$ cat config.mk
export PLATFORM = sky130hd
export DESIGN_NAME = rtt_timeout_estimator
export DESIGN_NICKNAME = d
export VERILOG_FILES = /design/src/sv/rte_pkg.sv /design/src/sv/rte_cfg.sv /design/src/sv/rte_mul.sv /design/src/sv/rte_core.sv /design/src/sv/rtt_timeout_estimator.sv
export VERILOG_INCLUDE_DIRS = /design/src /design/src/sv
export SDC_FILE = /design/constraint.sdc
export NUM_CORES = 2
export LEC_CHECK = 0
export ABC_AREA = 1
export BUFFER_PORTS_ARGS = -buffer_cell sky130_fd_sc_hd__clkbuf_2
export CORE_MARGIN = 2
export CORE_UTILIZATION = 55
export CTS_BUF_LIST = sky130_fd_sc_hd__clkbuf_16
export CTS_CLUSTER_DIAMETER = 200
export DETAILED_ROUTE_END_ITERATION = 8
export PLACE_DENSITY = 0.72
export SYNTH_ARGS = -nofsm -noshare
export SYNTH_HDL_FRONTEND = slang
export SYNTH_SLANG_ARGS = --single-unit
$ cat constraint.sdc
create_clock -name clk -period 21.2 [get_ports clk]
set_clock_uncertainty 0.05 [all_clocks]
set_input_delay 2.12 -clock clk [delete_from_list [all_inputs] [get_ports clk]]
set_output_delay 2.12 -clock clk [all_outputs]
set_load 0.01 [all_outputs]
$ cat src/sv/rtt_timeout_estimator_assert.svh
// assertion macros for the rtt timeout estimator
// used by rte_core, no other dependencies
`ifndef RTT_TIMEOUT_ESTIMATOR_ASSERT_SVH
`define RTT_TIMEOUT_ESTIMATOR_ASSERT_SVH

// same-cycle implication
`define RTE_ASSERT_IMP(lbl, clk_i, rstn_i, ante, cons, msg) \
	lbl: assert property (@(posedge clk_i) disable iff (!rstn_i) (ante) |-> (cons)) \
		else $error(msg);

// next-cycle implication
`define RTE_ASSERT_NXT(lbl, clk_i, rstn_i, ante, cons, msg) \
	lbl: assert property (@(posedge clk_i) disable iff (!rstn_i) (ante) |=> (cons)) \
		else $error(msg);

`endif

$ cat src/sv/rte_pkg.sv
// shared types and constants of the rtt timeout estimator
// no dependencies
package rte_pkg;

	localparam int MUL_A_W = 40;
	localparam int MUL_B_W = 20;
	localparam int MUL_P_W = MUL_A_W + MUL_B_W;

	localparam logic [MUL_B_W-1:0] US_PER_SEC = 20'd1000000;
	// floor(2^39 / 1e6), quotient is exact or one low for 32-bit values
	localparam logic [MUL_B_W-1:0] DIV_MAGIC  = 20'd549755;
	localparam int                 DIV_SHIFT  = 39;
	localparam logic [39:0]        MAX40      = 40'hFF_FFFF_FFFF;
	localparam logic [31:0]        MAX32      = 32'hFFFF_FFFF;
	localparam logic [16:0]        WEIGHT_ONE = 17'h1_0000;
	localparam logic [15:0]        ROUND_HALF = 16'h8000;
	localparam logic [29:0]        MAX_NSEC   = 30'd999999000;

	typedef enum logic {
		OP_MEASURE = 1'b0,
		OP_ARM     = 1'b1
	} opcode_t;

	typedef enum logic [1:0] {
		REG_AVG_WEIGHT  = 2'd0,
		REG_DEV_WEIGHT  = 2'd1,
		REG_BASE_SEC    = 2'd2,
		REG_MIN_TIMEOUT = 2'd3
	} reg_idx_t;

	typedef struct packed {
		logic [15:0] avg_weight;
		logic [15:0] dev_weight;
		logic [15:0] base_timeout_sec;
		logic [31:0] minimum_timeout_us;
	} cfg_t;

	typedef struct packed {
		logic        opcode;
		logic [31:0] start_sec;
		logic [19:0] start_usec;
		logic [31:0] end_sec;
		logic [19:0] end_usec;
		logic        first_arm;
	} in_item_t;

	typedef struct packed {
		logic [15:0] timer_sec;
		logic [29:0] timer_nsec;
		logic        floor_applied;
		logic [31:0] smoothed_rtt_us;
		logic [31:0] deviation_us;
	} res_t;

endpackage

$ cat src/sv/rte_cfg.sv
// configuration register bank of the rtt timeout estimator
// depends on rte_pkg
module rte_cfg import rte_pkg::*; (
	input  logic        clk,
	input  logic        arst_n,
	input  logic        cfg_valid,
	output logic        cfg_ready,
	input  logic [1:0]  cfg_index,
	input  logic [31:0] cfg_data,
	output cfg_t        cfg
);

	cfg_t cfg_q;

	assign cfg_ready = 1'b1;
	assign cfg       = cfg_q;

	always_ff @(posedge clk or negedge arst_n) begin
		if (!arst_n) begin
			cfg_q.avg_weight         <= 16'd8192;
			cfg_q.dev_weight         <= 16'd16384;
			cfg_q.base_timeout_sec   <= 16'd3;
			cfg_q.minimum_timeout_us <= 32'd1000000;
		end else if (cfg_valid) begin
			unique case (reg_idx_t'(cfg_index))
				REG_AVG_WEIGHT:  cfg_q.avg_weight         <= cfg_data[15:0];
				REG_DEV_WEIGHT:  cfg_q.dev_weight         <= cfg_data[15:0];
				REG_BASE_SEC:    cfg_q.base_timeout_sec   <= cfg_data[15:0];
				REG_MIN_TIMEOUT: cfg_q.minimum_timeout_us <= cfg_data;
				default: ;
			endcase
		end
	end

endmodule

$ cat src/sv/rte_mul.sv
// shared 40x20 unsigned multiplier with registered product
// depends on rte_pkg
module rte_mul import rte_pkg::*; (
	input  logic               clk,
	input  logic [MUL_A_W-1:0] mul_a,
	input  logic [MUL_B_W-1:0] mul_b,
	output logic [MUL_P_W-1:0] prod
);

	logic [MUL_P_W-1:0] prod_q;

	assign prod = prod_q;

	always_ff @(posedge clk) begin
		prod_q <= MUL_P_W'(mul_a) * MUL_P_W'(mul_b);
	end

endmodule

$ cat src/sv/rte_core.sv
// sequencer and datapath: sample, smoothed rtt, deviation, interval and split
// depends on rte_pkg, rte_mul and rtt_timeout_estimator_assert.svh
`include "rtt_timeout_estimator_assert.svh"

module rte_core import rte_pkg::*; #(
	parameter int FRAC_BITS = 8
) (
	input  logic     clk,
	input  logic     arst_n,
	input  cfg_t     cfg,
	input  logic     in_valid,
	output logic     in_ready,
	input  in_item_t in_item,
	output logic     res_valid,
	input  logic     res_ready,
	output res_t     res
);

	localparam int XW = 32 + FRAC_BITS;

	typedef enum logic [3:0] {
		S_IDLE, S_SMUL, S_SAMP, S_A1, S_A2, S_ASUM, S_DIFF, S_D2, S_DSUM,
		S_IVL, S_Q1, S_Q2, S_Q3, S_DONE
	} state_t;

	state_t             state_q;
	in_item_t           item_q;
	logic [60:0]        acc_q;
	logic [39:0]        x_q;
	logic [39:0]        diff_q;
	logic [39:0]        srtt_q;
	logic [39:0]        dev_q;
	logic [31:0]        interval_q;
	logic [12:0]        quot_q;
	logic [15:0]        res_sec_q;
	logic [29:0]        res_nsec_q;
	logic               res_floor_q;

	logic [MUL_A_W-1:0] mul_a;
	logic [MUL_B_W-1:0] mul_b;
	logic [MUL_P_W-1:0] prod;

	logic [32:0]        sec_diff;
	logic               sec_neg;
	logic [31:0]        sec_mag;
	logic signed [20:0] usec_diff;
	logic signed [53:0] prod_mag;
	logic signed [53:0] sample;
	logic [31:0]        sample_us;
	logic [XW-1:0]      x_wide;
	logic [39:0]        x_next;
	logic [16:0]        compl_avg;
	logic [16:0]        compl_dev;
	logic [60:0]        blend_sum;
	logic [44:0]        blend_sh;
	logic [39:0]        blend_sat;
	logic [42:0]        iv_sum;
	logic [42:0]        iv_shr;
	logic [12:0]        quot0;
	logic [20:0]        rem_raw;
	logic               rem_over;
	logic [19:0]        rem_fix;
	logic [12:0]        quot_fix;
	logic [29:0]        nsec_val;
	logic [39:0]        srtt_whole;
	logic [39:0]        dev_whole;

	rte_mul u_mul (
		.clk   (clk),
		.mul_a (mul_a),
		.mul_b (mul_b),
		.prod  (prod)
	);

	// timestamp difference
	assign sec_diff  = {1'b0, item_q.end_sec} - {1'b0, item_q.start_sec};
	assign sec_neg   = sec_diff[32];
	assign sec_mag   = sec_neg ? 32'(-sec_diff) : sec_diff[31:0];
	assign usec_diff = $signed({1'b0, item_q.end_usec}) - $signed({1'b0, item_q.start_usec});
	assign prod_mag  = $signed({2'b00, prod[51:0]});
	assign sample    = (sec_neg ? -prod_mag : prod_mag) + 54'(usec_diff);

	always_comb begin
		if (sample[53]) begin
			sample_us = 32'd0;
		end else if (|sample[52:32]) begin
			sample_us = MAX32;
		end else begin
			sample_us = sample[31:0];
		end
	end

	assign x_wide = XW'(sample_us) << FRAC_BITS;
	assign x_next = (64'(x_wide) > 64'(MAX40)) ? MAX40 : 40'(x_wide);

	// exponential average, round half up
	assign compl_avg = WEIGHT_ONE - {1'b0, cfg.avg_weight};
	assign compl_dev = WEIGHT_ONE - {1'b0, cfg.dev_weight};
	assign blend_sum = acc_q + 61'(prod);
	assign blend_sh  = blend_sum[60:16];
	assign blend_sat = (|blend_sh[44:40]) ? MAX40 : blend_sh[39:0];

	assign iv_sum = 43'(srtt_q) + {1'b0, dev_q, 2'b00};
	assign iv_shr = iv_sum >> FRAC_BITS;

	// split into seconds and remainder
	assign quot0    = prod[DIV_SHIFT+12:DIV_SHIFT];
	assign rem_raw  = 21'(interval_q - prod[31:0]);
	assign rem_over = rem_raw >= 21'(US_PER_SEC);
	assign rem_fix  = rem_over ? 20'(rem_raw - 21'(US_PER_SEC)) : rem_raw[19:0];
	assign quot_fix = rem_over ? quot_q + 13'd1 : quot_q;
	// times 1000 as 1024 - 16 - 8
	assign nsec_val = (30'(rem_fix) << 10) - (30'(rem_fix) << 4) - (30'(rem_fix) << 3);

	always_comb begin
		unique case (state_q)
			S_SMUL: begin
				mul_a = 40'(sec_mag);
				mul_b = US_PER_SEC;
			end
			S_A1: begin
				mul_a = srtt_q;
				mul_b = 20'(compl_avg);
			end
			S_A2: begin
				mul_a = x_q;
				mul_b = 20'(cfg.avg_weight);
			end
			S_DIFF: begin
				mul_a = dev_q;
				mul_b = 20'(compl_dev);
			end
			S_D2: begin
				mul_a = diff_q;
				mul_b = 20'(cfg.dev_weight);
			end
			S_Q1: begin
				mul_a = 40'(interval_q);
				mul_b = DIV_MAGIC;
			end
			S_Q2: begin
				mul_a = 40'(quot0);
				mul_b = US_PER_SEC;
			end
			default: begin
				mul_a = '0;
				mul_b = '0;
			end
		endcase
	end

	always_ff @(posedge clk or negedge arst_n) begin
		if (!arst_n) begin
			state_q    <= S_IDLE;
			srtt_q     <= '0;
			dev_q      <= '0;
			interval_q <= '0;
		end else begin
			unique case (state_q)
				S_IDLE: begin
					if (in_valid) begin
						item_q <= in_item;
						if (opcode_t'(in_item.opcode) == OP_MEASURE) begin
							res_floor_q <= 1'b0;
							state_q     <= S_SMUL;
						end else if (in_item.first_arm) begin
							res_sec_q   <= cfg.base_timeout_sec;
							res_nsec_q  <= '0;
							res_floor_q <= 1'b0;
							state_q     <= S_DONE;
						end else if (interval_q < cfg.minimum_timeout_us) begin
							res_sec_q   <= 16'd1;
							res_nsec_q  <= '0;
							res_floor_q <= 1'b1;
							state_q     <= S_DONE;
						end else begin
							res_floor_q <= 1'b0;
							state_q     <= S_Q1;
						end
					end
				end
				S_SMUL: state_q <= S_SAMP;
				S_SAMP: begin
					x_q     <= x_next;
					state_q <= S_A1;
				end
				S_A1: state_q <= S_A2;
				S_A2: begin
					acc_q   <= 61'(prod) + 61'(ROUND_HALF);
					state_q <= S_ASUM;
				end
				S_ASUM: begin
					srtt_q  <= blend_sat;
					state_q <= S_DIFF;
				end
				S_DIFF: begin
					diff_q  <= (x_q >= srtt_q) ? x_q - srtt_q : srtt_q - x_q;
					state_q <= S_D2;
				end
				S_D2: begin
					acc_q   <= 61'(prod) + 61'(ROUND_HALF);
					state_q <= S_DSUM;
				end
				S_DSUM: begin
					dev_q   <= blend_sat;
					state_q <= S_IVL;
				end
				S_IVL: begin
					interval_q <= (|iv_shr[42:32]) ? MAX32 : iv_shr[31:0];
					state_q    <= S_Q1;
				end
				S_Q1: state_q <= S_Q2;
				S_Q2: begin
					quot_q  <= quot0;
					state_q <= S_Q3;
				end
				S_Q3: begin
					res_sec_q  <= 16'(quot_fix);
					res_nsec_q <= nsec_val;
					state_q    <= S_DONE;
				end
				S_DONE: begin
					if (res_ready) begin
						state_q <= S_IDLE;
					end
				end
				default: state_q <= S_IDLE;
			endcase
		end
	end

	assign srtt_whole = srtt_q >> FRAC_BITS;
	assign dev_whole  = dev_q >> FRAC_BITS;

	assign in_ready              = state_q == S_IDLE;
	assign res_valid             = state_q == S_DONE;
	assign res.timer_sec         = res_sec_q;
	assign res.timer_nsec        = res_nsec_q;
	assign res.floor_applied     = res_floor_q;
	assign res.smoothed_rtt_us   = (|srtt_whole[39:32]) ? MAX32 : srtt_whole[31:0];
	assign res.deviation_us      = (|dev_whole[39:32]) ? MAX32 : dev_whole[31:0];

	`RTE_ASSERT_IMP(a_measure_no_floor, clk, arst_n,
		res_valid && item_q.opcode == OP_MEASURE, !res.floor_applied, "floor on measure")
	`RTE_ASSERT_IMP(a_nsec_range, clk, arst_n,
		res_valid, res.timer_nsec <= MAX_NSEC, "nanoseconds out of range")
	`RTE_ASSERT_NXT(a_srtt_hold, clk, arst_n,
		state_q != S_ASUM, $stable(srtt_q), "smoothed rtt changed outside update")
	`RTE_ASSERT_NXT(a_dev_hold, clk, arst_n,
		state_q != S_DSUM, $stable(dev_q), "deviation changed outside update")
	`RTE_ASSERT_NXT(a_leave_idle, clk, arst_n,
		in_valid && in_ready, state_q != S_IDLE, "accepted word not started")

endmodule

$ cat src/sv/rtt_timeout_estimator.sv
// from input accept to result on m_axis: a measure runs the sample, average, deviation, interval
// and split states; an arm goes straight to done, or first splits the stored interval
// one word at a time: next word taken once the sequencer is back in idle,
// which it reaches only after its result is taken by the output word register
// arst_n clears state, config to defaults and the output valid flag; no clearing pass
module rtt_timeout_estimator import rte_pkg::*; #(
	parameter int FRAC_BITS = 8
) (
	input  logic         clk,
	input  logic         arst_n,
	input  logic         s_axis_tvalid,
	output logic         s_axis_tready,
	// start_sec, start_usec, end_sec, end_usec, first_arm, zero pad
	input  logic [111:0] s_axis_tdata,
	// opcode
	input  logic         s_axis_tuser,
	output logic         m_axis_tvalid,
	input  logic         m_axis_tready,
	// timer_sec, timer_nsec, smoothed_rtt_us, deviation_us, zero pad
	output logic [111:0] m_axis_tdata,
	// floor_applied
	output logic         m_axis_tuser,
	input  logic         cfg_valid,
	output logic         cfg_ready,
	input  logic [1:0]   cfg_index,
	input  logic [31:0]  cfg_data
);

	cfg_t     cfg;
	in_item_t in_item;
	logic     res_valid;
	logic     res_ready;
	res_t     res;
	logic     out_valid_q;
	res_t     out_q;

	rte_cfg u_cfg (
		.clk       (clk),
		.arst_n    (arst_n),
		.cfg_valid (cfg_valid),
		.cfg_ready (cfg_ready),
		.cfg_index (cfg_index),
		.cfg_data  (cfg_data),
		.cfg       (cfg)
	);

	assign in_item.opcode     = s_axis_tuser;
	assign in_item.start_sec  = s_axis_tdata[31:0];
	assign in_item.start_usec = s_axis_tdata[51:32];
	assign in_item.end_sec    = s_axis_tdata[83:52];
	assign in_item.end_usec   = s_axis_tdata[103:84];
	assign in_item.first_arm  = s_axis_tdata[104];

	rte_core #(
		.FRAC_BITS (FRAC_BITS)
	) u_core (
		.clk       (clk),
		.arst_n    (arst_n),
		.cfg       (cfg),
		.in_valid  (s_axis_tvalid),
		.in_ready  (s_axis_tready),
		.in_item   (in_item),
		.res_valid (res_valid),
		.res_ready (res_ready),
		.res       (res)
	);

	// output word register
	assign res_ready = !out_valid_q || m_axis_tready;

	always_ff @(posedge clk or negedge arst_n) begin
		if (!arst_n) begin
			out_valid_q <= 1'b0;
		end else if (res_ready) begin
			out_valid_q <= res_valid;
			if (res_valid) begin
				out_q <= res;
			end
		end
	end

	assign m_axis_tvalid = out_valid_q;
	assign m_axis_tdata  = {2'b00, out_q.deviation_us, out_q.smoothed_rtt_us,
		out_q.timer_nsec, out_q.timer_sec};
	assign m_axis_tuser  = out_q.floor_applied;

endmodule
# Word-level counts from Yosys, hierarchy flattened
# Index checks and enable logic that the tools add are counted.
# word_totals
in_bits	152
reg_bits	665
out_inout_bits	116
elab_cells	118
# classes
eq_ne	20
n_lt_le_gt_ge	3
n_bitwise	1
mul	1
add_sub_neg	17
n_mux	27
n_reduce_logical	23
# op_table
operator	count
40-bit case mux with 7 select lines	1
30-bit 2-to-1 mux	4
20-bit case mux with 6 select lines	1
32-bit 2-to-1 mux	3
40-bit 2-to-1 mux	2
40-bit subtractor	2
16-bit 2-to-1 mux	4
60-bit by 16-bit adder with 61-bit output, second input constant	1
61-bit by 60-bit adder with 61-bit output	1
40-bit by 20-bit multiplier with 60-bit output	1
30-bit case mux with 2 select lines	1
4-bit case mux with 14 select lines	1
54-bit by 21-bit adder with 54-bit output	1
54-bit 2-to-1 mux	1
52-bit negator with 54-bit output	1
40-bit by 42-bit adder with 43-bit output	1
40-bit >= comparator	1
17-bit by 16-bit subtractor with 17-bit output, first input constant	2
32-bit by 32-bit subtractor with 33-bit output	1
32-bit less-than comparator	1
32-bit negator	1
16-bit case mux with 2 select lines	1
30-bit by 23-bit subtractor with 30-bit output	1
30-bit by 24-bit subtractor with 30-bit output	1
other kinds (32)	57

# Logic depth before layout (Yosys ltp)
# logic_depth
depth_word	6
depth_mapped	51
ltp_nobuf	51

# Modules after synthesis
# Synthesis repeated with hierarchy kept, for this count alone.
# hier_totals
hier_cells	10461
area_unflattened_um2	77480.6
# modules_own_cells
mod	area_each_um2	instances	seq_area_each_um2	cells_per_inst
rte_core	41957.7	1	11731.3	6058
rte_mul	28800.1	1	1201.2	3923
rtt_timeout_estimator	3409.5	1	3358.2	121
rte_cfg	3313.2	1	2015.7	359

# Worst setup path before layout
# Ideal clock, no wire load.
# synth_path
kind	input to register
from	input arst_n
to	register out_q, in the netlist m_axis_tdata[0], enable pin
stages	2
t_required_ns	20.443
path_buffers	0
t_arrival_ns	9.521
setup_time_ns	0.707
slack_ns	10.922
path_cell_list	inv_1 nor3_1
# synth_between
elab_chain_len	1
# synth_lines
element	line	source
start, declared	rtt_timeout_estimator.sv:10	input logic arst_n,
3-bit AND reduction (no source line)	-	
end signal, assigned	rtt_timeout_estimator.sv:77	out_q <= res;
end, declared	rtt_timeout_estimator.sv:35	res_t out_q;
# Every way passes these cells.
# A chain may end at the register's enable or synchronous reset.

# Worst setup path in the final report
# layout_path
from	register u_core.item_q[21] (netlist name)
to	register u_core.u_mul.prod_q[33] (netlist: u_core.u_mul.prod[33])
# layout_between
elab_chain_len	5
# layout_lines
element	line	source
start, declared	rte_core.sv:27	in_item_t item_q;
start signal, assigned	rte_core.sv:162	item_q <= in_item;
32-bit by 32-bit subtractor with 33-bit output (*)	rte_core.sv:76	assign sec_diff = {1'b0, item_q.end_sec} - {1'b0, item_q.start_sec};
32-bit negator	rte_core.sv:78	assign sec_mag = sec_neg ? 32'(-sec_diff) : sec_diff[31:0];
32-bit 2-to-1 mux (*)	rte_core.sv:78	
40-bit case mux with 7 select lines (*)	rte_core.sv:116	unique case (state_q)
40-bit by 20-bit multiplier with 60-bit output (*)	rte_mul.sv:15	prod_q <= MUL_P_W'(mul_a) * MUL_P_W'(mul_b);
end signal, assigned	rte_mul.sv:15	
end, declared	rte_mul.sv:10	logic [MUL_P_W-1:0] prod_q;
# Every way passes the cells marked *; elsewhere a longest branch is shown, timed or not.

==> impl_metrics.py <==
metrics = {
    "run_status": {
        "status": "complete, but fails checks",
        "violations": "max-slew violations",
    },
    "clock_tree": {
        "postCtsResizedCells": 0,
        "cts_root_buf": "clkbuf_16",
        "h-tree-depth": 3,
        "cts.sinks": 659,
        "postCtsSetupBuffers": 0,
        "clkTransAtPathRegs_ns": 0.06,
        "cts_made_buffers": 74,
        "cts_max_path_buffers": 3,
        "worst_skew_pair.late_latency_ns": 0.71,
        "cts.hold.buffers_added": 0,
        "cts_tree": "done",
    },
    "floorplanning": {
        "fp.dieArea_um2": 139000,
        "placementRows": 135,
        "die_height_um": 373,
        "die_width_um": 373,
        "io-pin-count": 268,
        "initial_utilization_pct": 55.4,
        "core-area_um2": 135000,
    },
    "critical_path": {
        "worst-endpoint-required_ns": 21.71,
        "worst_setup_path_end_kind": "flip-flop",
        "critPathMaxStageDelay_ns": 0.72,
        "crit_path_frequent_cell": "inv_1",
        "worst_setup_path_start_kind": "flip-flop",
        "critical-path-slowest-cell": "o21ai_0",
        "path_class": "reg -> reg",
        "timing.critical_path.fanout_max": 53,
        "arrival_ns": 12.22,
        "worstSetupStartpoint": "u_core.item_q[21]",
        "r2r_start": "u_core.item_q[21]",
        "regToRegSetupSlack_ns": 9.49,
    },
    "synthesis": {
        "synth_top_cells_by_area": "fa_1, edfxtp_1, nand2_1, inv_1, ha_1",
        "netlist-cell-type-count": 73,
        "most_used_dff_post_synth": "edfxtp_1",
        "yosysWarnings": 0,
        "number_of_enable_flip_flop_cells_after_synthesis": 402,
        "synth_area_um2": 75000,
        "yosysSeqAreaShare_pct": 24.3,
        "syn_area_per_cell_um2": 7.59,
        "synth_top_area_share_pct": 18.6,
        "yosys_register_bits": 659,
        "synth.largest_area_cell": "fa_1",
        "synthesis.instances": 9882,
        "proportion_of_register_bits_with_asynchronous_set_or_reset_after_synthesis_pct": 29.9,
    },
    "drt": {
        "detail_route.drc_violations": 0,
        "count_of_antenna_violating_nets_left_after_detailed_routing": 0,
        "drt-initial-drc-count": 6673,
        "routed_wire_length_per_instance_um": 23.2,
        "routed_wirelength_mm": 277,
        "avgViaCountPerCell": 5.74,
        "vias": 68600,
        "drt_pre_antenna_iters": 9,
    },
    "placed_design": {
        "port_buffers": 254,
        "globalplace.congestion": 1.11,
        "dp_worst_setup_slack_ns": 9.85,
        "dpl.hpwl_mm": 229,
    },
    "grt": {
        "met3_usage_pct": 9.41,
        "grt_start_max_net_pins": 74,
        "grt_pass1_vias": 67400,
        "grt_antenna_before_repair": 10,
        "global_route.usage.met2_pct": 61.0,
        "grt_use_met1_pct": 49.7,
        "global_route.overflow_total": 0,
        "global_route.peak_usage_layer": "met2",
        "grt_first_pass_wirelength_mm": 413,
        "grt_util_all_layers_pct": 39.6,
    },
    "hold_path": {
        "hold_class": "reg -> reg",
        "min-delay-start": "u_core.res_sec_q[0]",
    },
    "finish": {
        "layout.nets": 11500,
        "drive_gt1_share_pct": 6.28,
        "synthToLayoutAreaGrowth_pct": 7.68,
    },
    "flow_run": {
        "cap_violations": 0,
    },
    "timing": {
        "setup_viol": 0,
        "max_slew.worst_pin.slew_ns": 1.69,
        "setup_ws_ns": 9.49,
        "fin_crit_sh_pct": 55.2,
        "fin_tns_setup_ns": 0,
        "slew_viol_final": 1,
        "achievable-frequency_ghz": 0.0854,
        "worst_slew_margin_rel_pct": -12.7,
        "unrepaired_setup_endpoints_after_global_routing": "false",
        "finalWorstPathRequiredPeriod_ns": 11.71,
        "hold_violations": 0,
    },
}
[metrics by stage]
stage / util [%] / instance area, um2 / hold slack [ns] / std cells
2_1_floorplan: - / 75100 / 0.350 / 9910
5_1_grt: 59.6 / 80800 / 0.371 / 11900
6_report: 59.6 / 80800 / 0.360 / 11900
3_3_place_gp: 57.8 / 78300 / 0.350 / 11800
3_5_place_dp: 57.8 / 78300 / 0.355 / 11800
4_1_cts: 59.6 / 80800 / 0.368 / 11900
[Yosys cell counts (20+ instances only)]
master    count
nor2_2       20
xor2_1      262
nor2_1     1035
buf_4        21
a221oi_1     38
nand2_1    2242
fa_1        698
dfrtp_1     186
o21bai_1     42
a21o_1       30
inv_2        34
inv_1      1952
nor3_1      110
o21a_1       27
nand3_1     285
dfxtp_1      60
nand4_1     136
o21ai_0     424
xnor2_1      88
nor4_1       39
nand2_2      52
ha_1        526
edfxtp_1    402
buf_2        75
a21oi_1     620
clkbuf_1    113
a31oi_1      83
[sequential cells by signal, indices dropped and copies added, names as in the netlist]
register	flops
m_axis_tdata	107
u_core.item_q	104
u_cfg.cfg	80
u_core.acc_q	61
u_core.u_mul.prod	60
u_core.dev_q	40
u_core.diff_q	40
u_core.srtt_q	40
u_core.interval_q	32
u_core.x_q	32
u_core.res_nsec_q	27
u_core.res_sec_q	16
u_core.quot_q	13
u_core.state_q	4
m_axis_tuser	1
m_axis_tvalid	1
u_core.res_floor_q	1
[worst max-delay path: cells and delay by family (launching register included)]
kind | cells | cell delay, ns
xor+xnor | 1 | 0.31
simple gates | 13 | 2.12
compound gates | 5 | 1.74
buf+inv | 13 | 2.17
fa+ha+maj | 10 | 4.73
flops | 1 | 0.35
[final cells by class]
| cell class | count | area [um2] |
|---|---|---|
| fill | 12600 | 54700 |
| multi-input combinational | 7025 | 48400 |
| sequential | 659 | 18200 |
| inverter | 2001 | 7520 |
| tap | 1781 | 2230 |
| timing repair buffer | 337 | 1900 |
| clock buffer | 76 | 1900 |
| clock inverter | 60 | 586 |
| antenna | 8 | 20.0 |
[metal layers]
| layer | wire [um] | part of all wire, % |
|---|---|---|
| met5 | 65 | 0.023 |
| met4 | 22400 | 8.1 |
| met3 | 27800 | 10 |
| met2 | 121000 | 43 |
| met1 | 106000 | 38 |
[worst paths after layout]
path | endpoint | cells after the start
setup / recovery | u_core.u_mul.prod[33] | 42
hold reg to reg | m_axis_tdata[0] | 0
hold / removal | m_axis_tdata[0] | 0
setup reg to reg | u_core.u_mul.prod[33] | 42
max in group asynchronous | u_cfg.cfg[78] | 4
min in group asynchronous | u_core.srtt_q[12] | 1
[cell usage in the layout (no fill, tap or decap), types with 53 or more instances in the layout]
cell type / count
buf_4: 83
nor3_1: 107
dfrtp_1: 186
ha_1: 526
nor2_1: 1025
nand2_2: 53
nand2_1: 2241
edfxtp_1: 402
clkbuf_2: 253
xor2_1: 262
dfxtp_1: 60
nand3_1: 284
o21ai_0: 424
a31oi_1: 82
a21oi_1: 620
fa_1: 698
nand4_1: 136
inv_1: 1965
clkbuf_16: 76
xnor2_1: 88
[cells by family (layout without fill, tap and decap cells)]
group / after synthesis / after routing / synth area share [%]
multiplexers: 5 / 5 / 0.0667
adder cells (fa/ha/maj): 1224 / 1224 / 27.4
other: 2 / 38 / 0.0100
flip-flops: 659 / 659 / 24.3
buffers and inverters: 2226 / 2474 / 11.5
XOR/XNOR: 351 / 351 / 4.11
AND/OR/NAND/NOR: 3988 / 3988 / 21.9
AO/OA/AOI/OAI: 1427 / 1427 / 10.8
Power is not shown: default switching activity piles up to over one toggle a cycle in this logic, so the estimate is an artifact.
